<file path="config.mk">
export PLATFORM = sky130hd
export DESIGN_NAME = srect_front
export DESIGN_NICKNAME = d
export VERILOG_FILES = /design/src/sv/srect_pkg.sv /design/src/sv/srect_front.sv
export SDC_FILE = /design/constraint.sdc
export NUM_CORES = 1
export LEC_CHECK = 0
export BUFFER_PORTS_ARGS = -buffer_cell sky130_fd_sc_hd__buf_2
export CORE_MARGIN = 2
export CORE_UTILIZATION = 40
export CTS_CLUSTER_SIZE = 8
export DETAILED_ROUTE_END_ITERATION = 10
export HOLD_SLACK_MARGIN = 0.05
export PLACE_DENSITY = 0.63
export REMOVE_ABC_BUFFERS = 1
export SETUP_SLACK_MARGIN = 0.1
export SLEW_MARGIN = 5
export SYNTH_ARGS = -nofsm -noshare
export SYNTH_HDL_FRONTEND = slang
export SYNTH_SLANG_ARGS = --single-unit
</file>
<file path="constraint.sdc">
create_clock -name clk -period 6.9 [get_ports clk]
set_input_delay 0.69 -clock clk [delete_from_list [all_inputs] [get_ports clk]]
set_output_delay 0.69 -clock clk [all_outputs]
set_load 0.005 [all_outputs]
</file>
<file path="src/sv/srect_pkg.sv">
package srect_pkg;

	localparam int COORD_BITS = 16;
	localparam int SIZE_BITS  = COORD_BITS - 1;

	localparam int IN_BITS    = 6 * COORD_BITS + 2 * SIZE_BITS;
	localparam int S_TDATA_W  = ((IN_BITS + 7) / 8) * 8;
	localparam int M_TDATA_W  = 8;

	localparam int OFF_AX     = 0;
	localparam int OFF_AY     = COORD_BITS;
	localparam int OFF_BX     = 2 * COORD_BITS;
	localparam int OFF_BY     = 3 * COORD_BITS;
	localparam int OFF_LEFT   = 4 * COORD_BITS;
	localparam int OFF_TOP    = 5 * COORD_BITS;
	localparam int OFF_WIDTH  = 6 * COORD_BITS;
	localparam int OFF_HEIGHT = 6 * COORD_BITS + SIZE_BITS;

	localparam int DW = COORD_BITS + 2;
	localparam int PW = 2 * DW;
	localparam int NW = PW + 1;

	localparam int NUM_EDGES   = 4;
	localparam int EDGE_LEFT   = 0;
	localparam int EDGE_RIGHT  = 1;
	localparam int EDGE_TOP    = 2;
	localparam int EDGE_BOTTOM = 3;

	typedef struct packed {
		logic signed [DW-1:0] a1;
		logic signed [DW-1:0] b1;
		logic signed [DW-1:0] a2;
		logic signed [DW-1:0] b2;
		logic signed [DW-1:0] c1;
		logic signed [DW-1:0] c2;
	} edge_ops_t;

	typedef struct packed {
		logic s1;
		logic s2;
		logic s3;
		logic s4;
		logic s5;
	} pipe_en_t;

	function automatic logic unit_ratio(input logic signed [NW-1:0] n,
			input logic signed [NW-1:0] d);
		logic signed [NW:0] diff;
		logic               res;
		diff = (NW+1)'(d) - (NW+1)'(n);
		if (d[NW-1]) begin
			res = (n[NW-1] || (n == '0)) && (diff[NW] || (diff == '0));
		end else begin
			res = !n[NW-1] && !diff[NW];
		end
		return res;
	endfunction

endpackage

</file>
<file path="src/sv/srect_front.sv">
module srect_front import srect_pkg::*; (
	input  logic                         clk,
	input  logic [S_TDATA_W-1:0]         s_tdata,
	input  pipe_en_t                     en,
	output edge_ops_t [NUM_EDGES-1:0]    ops_s2,
	output logic                         inside_s2
);

	logic signed [COORD_BITS-1:0] ax_s1, ay_s1, bx_s1, by_s1, l_s1, t_s1;
	logic [SIZE_BITS-1:0]         w_s1, h_s1;

	logic signed [DW-1:0] ax_w, ay_w, bx_w, by_w, l_w, t_w, r_w, b_w;
	logic signed [DW-1:0] w_w, h_w;
	logic signed [DW-1:0] x3 [NUM_EDGES];
	logic signed [DW-1:0] y3 [NUM_EDGES];
	logic signed [DW-1:0] x4 [NUM_EDGES];
	logic signed [DW-1:0] y4 [NUM_EDGES];
	edge_ops_t [NUM_EDGES-1:0] ops_d;
	logic in_a, in_b;

	always_ff @(posedge clk) begin
		if (en.s1) begin
			ax_s1 <= s_tdata[OFF_AX +: COORD_BITS];
			ay_s1 <= s_tdata[OFF_AY +: COORD_BITS];
			bx_s1 <= s_tdata[OFF_BX +: COORD_BITS];
			by_s1 <= s_tdata[OFF_BY +: COORD_BITS];
			l_s1  <= s_tdata[OFF_LEFT +: COORD_BITS];
			t_s1  <= s_tdata[OFF_TOP +: COORD_BITS];
			w_s1  <= s_tdata[OFF_WIDTH +: SIZE_BITS];
			h_s1  <= s_tdata[OFF_HEIGHT +: SIZE_BITS];
		end
	end

	assign ax_w = DW'(ax_s1);
	assign ay_w = DW'(ay_s1);
	assign bx_w = DW'(bx_s1);
	assign by_w = DW'(by_s1);
	assign l_w  = DW'(l_s1);
	assign t_w  = DW'(t_s1);
	assign w_w  = DW'(w_s1);
	assign h_w  = DW'(h_s1);
	assign r_w  = l_w + w_w;
	assign b_w  = t_w + h_w;

	assign in_a = (ax_w >= l_w) && (ay_w >= t_w) && (ax_w <= r_w) && (ay_w <= b_w);
	assign in_b = (bx_w >= l_w) && (by_w >= t_w) && (bx_w <= r_w) && (by_w <= b_w);

	always_comb begin
		x3[EDGE_LEFT]   = l_w; y3[EDGE_LEFT]   = t_w; x4[EDGE_LEFT]   = l_w; y4[EDGE_LEFT]   = b_w;
		x3[EDGE_RIGHT]  = r_w; y3[EDGE_RIGHT]  = t_w; x4[EDGE_RIGHT]  = r_w; y4[EDGE_RIGHT]  = b_w;
		x3[EDGE_TOP]    = l_w; y3[EDGE_TOP]    = t_w; x4[EDGE_TOP]    = r_w; y4[EDGE_TOP]    = t_w;
		x3[EDGE_BOTTOM] = l_w; y3[EDGE_BOTTOM] = b_w; x4[EDGE_BOTTOM] = r_w; y4[EDGE_BOTTOM] = b_w;
		for (int e = 0; e < NUM_EDGES; e++) begin
			ops_d[e].a1 = bx_w - ax_w;
			ops_d[e].b1 = by_w - ay_w;
			ops_d[e].a2 = x4[e] - x3[e];
			ops_d[e].b2 = y4[e] - y3[e];
			ops_d[e].c1 = ax_w - x3[e];
			ops_d[e].c2 = ay_w - y3[e];
		end
	end

	always_ff @(posedge clk) begin
		if (en.s2) begin
			ops_s2    <= ops_d;
			inside_s2 <= in_a || in_b;
		end
	end

endmodule

</file>
# Word level (Yosys, flattened, before mapping)
# Cells that the tools add are included.
# word_totals
ff_bits	343
latch_bits	0
ramBits	0
romBits	0
input_bits	134
wordCells	50
n_memories	0
# op_classes
add_sub_neg	14
n_mul	0
n_div	0
order_cmp	8
eq_ne	0
shift	0
muxes	0
bitwise	0
reduce_logical	7
# op_table
op	n
subtractor 16 x 16 -> 17 bit	6
<= comparator 16 x 17 -> 1 bit	4
>= comparator 16 bit	4
subtractor 16 x 17 -> 18 bit	2
subtractor 17 x 16 -> 18 bit	2
subtractor 17 x 17 -> 18 bit	2
adder 16 x 16 -> 17 bit	2
logical AND 1 bit	6
logical OR 1 bit	1

# Depth between registers and ports, before layout
# depth
depth_word	5
mapped_depth	20
ltp_nobuf	20

# Worst setup path after synthesis
# Ideal clock, no wire load.
# synth_path
path_type	register to register
from	register t_s1[0]
to	register inside_s2, data pin
arrival_time_ns	4.031
t_required_ns	6.730
setup_slack_ns	2.700
stages_incl_launch_ff	18
n_path_buf	0
synth_period_minus_slack_ns	4.200
path_cell_list	edfxtp_1 -> ha_1 -> fa_1 -> a211oi_1 -> nor2_2 -> a21oi_1 -> inv_1 -> ha_1 -> nand3_1 -> o2111ai_1 -> a21o_1 -> a21oi_1 -> o21ai_1 -> maj3_2 -> o31a_1 -> a41o_1 -> o221a_1 -> o32ai_2
# synth_via
elab_chain_len	5
elab_cells_between_ends	12
cone_classes	1 x add/sub; 4 x order compare; 7 x reduce/logical
# synth_lines
element	line	source
from (decl)	srect_front.sv:9	logic signed [COORD_BITS-1:0] ax_s1, ay_s1, bx_s1, by_s1, l_s1, t_s1;
from (signal assigned)	srect_front.sv:28	t_s1 <= s_tdata[OFF_TOP +: COORD_BITS];
parallel branches: the longest is 4 deep, another holds adder 16 x 16 -> 17 bit	--	
logical OR 1 bit (*)	srect_front.sv:66	inside_s2 <= in_a || in_b;
to (signal assigned)	srect_front.sv:66	
to (decl)	srect_front.sv:6	output logic inside_s2
# Mark *: on every way between the ends.
# A chain may end at the register's enable or synchronous reset.

# Worst setup path after layout
# layout_path
from	register t_s1[1]
to	register inside_s2, data pin
# The elaborated chain is that of the path after synthesis.

==> run_results.csv <==
group,metric,value,unit
timing,period_share,0.745,
timing,hold_viol,0,
synth,yosysTopAreaCell,"edfxtp_1",
route,wl_per_cell,18.8,µm
global_route,track_usage,0.201,
timing,period_minus_slack,5.14,ns
pwr,power_switching,2440,µW
synth,syn_area,0.0193,mm²
route,wl_met2,26.8,mm
placed_design,pre_cts_slack,1.80,ns
pwr,power.internal,4460,µW
synth,ys.flop_type,"edfxtp_1",
timing,setup_viol,0,
synth,synthMostInstantiatedCell,"buf_4",
synth,seq_area_frac_synth,0.415,
global_route,grt_pass1_wl,77.2,mm
worst_setup_path,path_delay_family,"compound AO/OA/AOI/OAI gates",
synth,ys_async_sr_fraction,0,
clock_tree,h-tree-depth,2,
timing,tightest_slew,0.967,ns
global_route,grt_overflow_total,0,
clock_tree,cts_buffers,40,
worst_setup_path,start_kind,"register",
clock_tree,path_clk_slew,0.05,ns
route,ant_nets,0,
pwr,leakage,0.00993,µW
pwr,p_total,6890,µW
run,cap_violations,0,
route,drcViolationCount,0,
placed_design,place_area,0.0206,mm²
pwr,p_comb_frac,0.399,
clock_tree,insertion_delay,0.55,ns
pwr,p_clk_frac,0.247,
floorplan,die_area,0.0500,mm²
pwr,pwr_density_cell,319,mW/mm²
worst_setup_path,crit_type,"register to register",
clock_tree,postCtsHoldBufs,0,
route,top_layer_used,"met4",
worst_setup_path,critPathMaxFanout,7,
floorplan,initial_utilization,0.405,
timing,relSlewSlack,0.355,
clock_tree,cts_setup_buffers,0,
global_route,grt_max_degree,73,
clock_tree,cts_root_buf,"clkbuf_16",
synth,syn_area_per_cell,10.4,µm²
worst_setup_path,crit_slowest_cell,"o41ai_1",
clock_tree,ctsResizeCount,0,
placed_design,place_congestion,0.887,
worst_setup_path,cp_cell_sequence,"ha_1, a21o_1, a21oi_1, o211ai_1, a221o_1, o41ai_1, o21a_1, o21ai_0, ha_1, ha_1, nand3_1, nor4_1, a221oi_1, o21ai_0, a31o_2, o2111ai_1, o32ai_2",
pwr,swShare,0.353,
route,route.met3.wl,2.60,mm
worst_setup_path,critPathArrivalTime,5.51,ns
route,via_per_inst,5.13,
clock_tree,clock_path_buffers,3,
placed_design,place.detailed.hpwl,42.1,mm
timing,max_freq,0.195,GHz
floorplan,die-height,224,µm
final_layout,drive_above_1_share,0.263,
placed_design,numPortBuffers,489,
route,first_pass_iters,6,
route,wl_met1,20.8,mm
worst_setup_path,critPathMostFrequentCell,"ha_1",
route,drt_iter0_markers,663,
final_layout,nets,2504,
synth,synth-edff-count,267,
timing,rsz0062_at_grt,"false",
timing,setup_tns,0,ns
synth,synthTopCellsByArea,"edfxtp_1 (42%), ha_1 (13%), buf_4 (11%), xnor2_1 (3.4%), inv_1 (3.1%)",
worst_setup_path,cp-end-kind,"register",
global_route,grt_pass1_vias,14300,
route,routed_wl,52.1,mm
status,outcome,"finished clean",
clock_tree,clock-sinks,267,
floorplan,die_w,224,µm
synth,syn_inst,1850,
timing,slew_viol_final,0,
synth,synth_cell_types,77,
timing,fin_ws,1.76,ns
final_layout,final_cell_area,0.0216,mm²
synth,ys_seq_elements,267,
final_layout,n_antenna_cell,0,
floorplan,core_area,0.0476,mm²
pwr,seq_power_share,0.353,
worst_hold_path,worstHoldPathType,"input pin to register",
synth,yosysWarnings,0,
synth,synth_commonest_cells,"buf_4 (292), edfxtp_1 (267), ha_1 (206)",
worst_setup_path,cp.required,7.27,ns
clock_tree,cts_tree,"yes",
global_route,antenna_found_initial,0,
route,vias,14200,
floorplan,num_rows,80,
timing,skew,0.0113,ns
floorplan,ios,567,
pwr,vdd_drop_max,0.177,mV
worst_setup_path,critPathBufInv,0,
synth,synth_top_area_frac,0.415,
worst_setup_path,slowest_delay,0.57,ns
final_layout,syn2layout_area_growth,12.1,%
==> metal layers <==
layer,up-vias,GRT usage
li1,6865,-
met1,6770,0.225
met2,493,0.380
met3,99,0.0319
met4,0,0.0802
met5,-,0
==> cell families after synthesis <==
| group | synth area share |
|---|---|
| buffers and inverters | 0.146 |
| multiplexers | 0.00162 |
| other | 0.000194 |
| XOR/XNOR | 0.0561 |
| AND/OR/NAND/NOR | 0.102 |
| flip-flops | 0.415 |
| AO/OA/AOI/OAI | 0.131 |
| adder cells (fa/ha/maj) | 0.147 |
==> power groups by stage <==
| stage | clock network, µW | logic [µW] | registers [µW] |
|---|---|---|---|
| CTS | 1750 | 2770 | 2440 |
| floorplan | 0 | 1550 | 2490 |
| finish | 1700 | 2750 | 2440 |
| detailed placement | 0 | 2750 | 2470 |
| global route | 1810 | 3050 | 2470 |
| global placement | 0 | 2720 | 2460 |
==> placed cells by master, fill, tap and decap left out, drive strengths merged, types with 35 or more instances in the layout <==
master	n
xor2	43
clkbuf	43
ha	206
inv	158
a21oi	83
nand2	80
xnor2	77
nor3	35
edfxtp	267
buf	492
a21o	42
o21ai	87
conb	72
nor2	113
==> stage by stage <==
step,util,hold WS (ns),std cells
finish,0.454,0.323,2774
detailed placement,0.432,0.679,2727
global route,0.454,0.303,2774
global placement,0.432,0.671,2727
CTS,0.454,0.294,2774
floorplan,-,0.623,1620
==> sequential cells by signal, summed over array words and instances (netlist names) <==
| signal | flops |
|---|---|
| inside_s2 | 1 |
| ax_s1 | 16 |
| h_s1 | 15 |
| ops_s2 | 140 |
| l_s1 | 16 |
| bx_s1 | 16 |
| w_s1 | 15 |
| ay_s1 | 16 |
| t_s1 | 16 |
| by_s1 | 16 |
==> layout make-up <==
class / count / area (µm²)
Fill cell: 4426 / 26000
Multi-Input combinational cell: 1195 / 8730
Sequential cell: 267 / 8020
Timing Repair Buffer: 492 / 2480
Clock buffer: 43 / 1030
Tap cell: 615 / 769
Inverter: 158 / 593
Clock inverter: 4 / 18.8
==> worst paths after layout <==
check               from          end  slack (ns)  cells after the start
max              t_s1[1]    inside_s2        1.76                     17
min          s_tdata[18]     ay_s1[2]        0.32                      1
max reg2reg      t_s1[1]    inside_s2        1.76                     17
min reg2reg     ax_s1[0]  ops_s2[306]        0.68                      2
No activity file was read; power rests on OpenSTA's default activity.
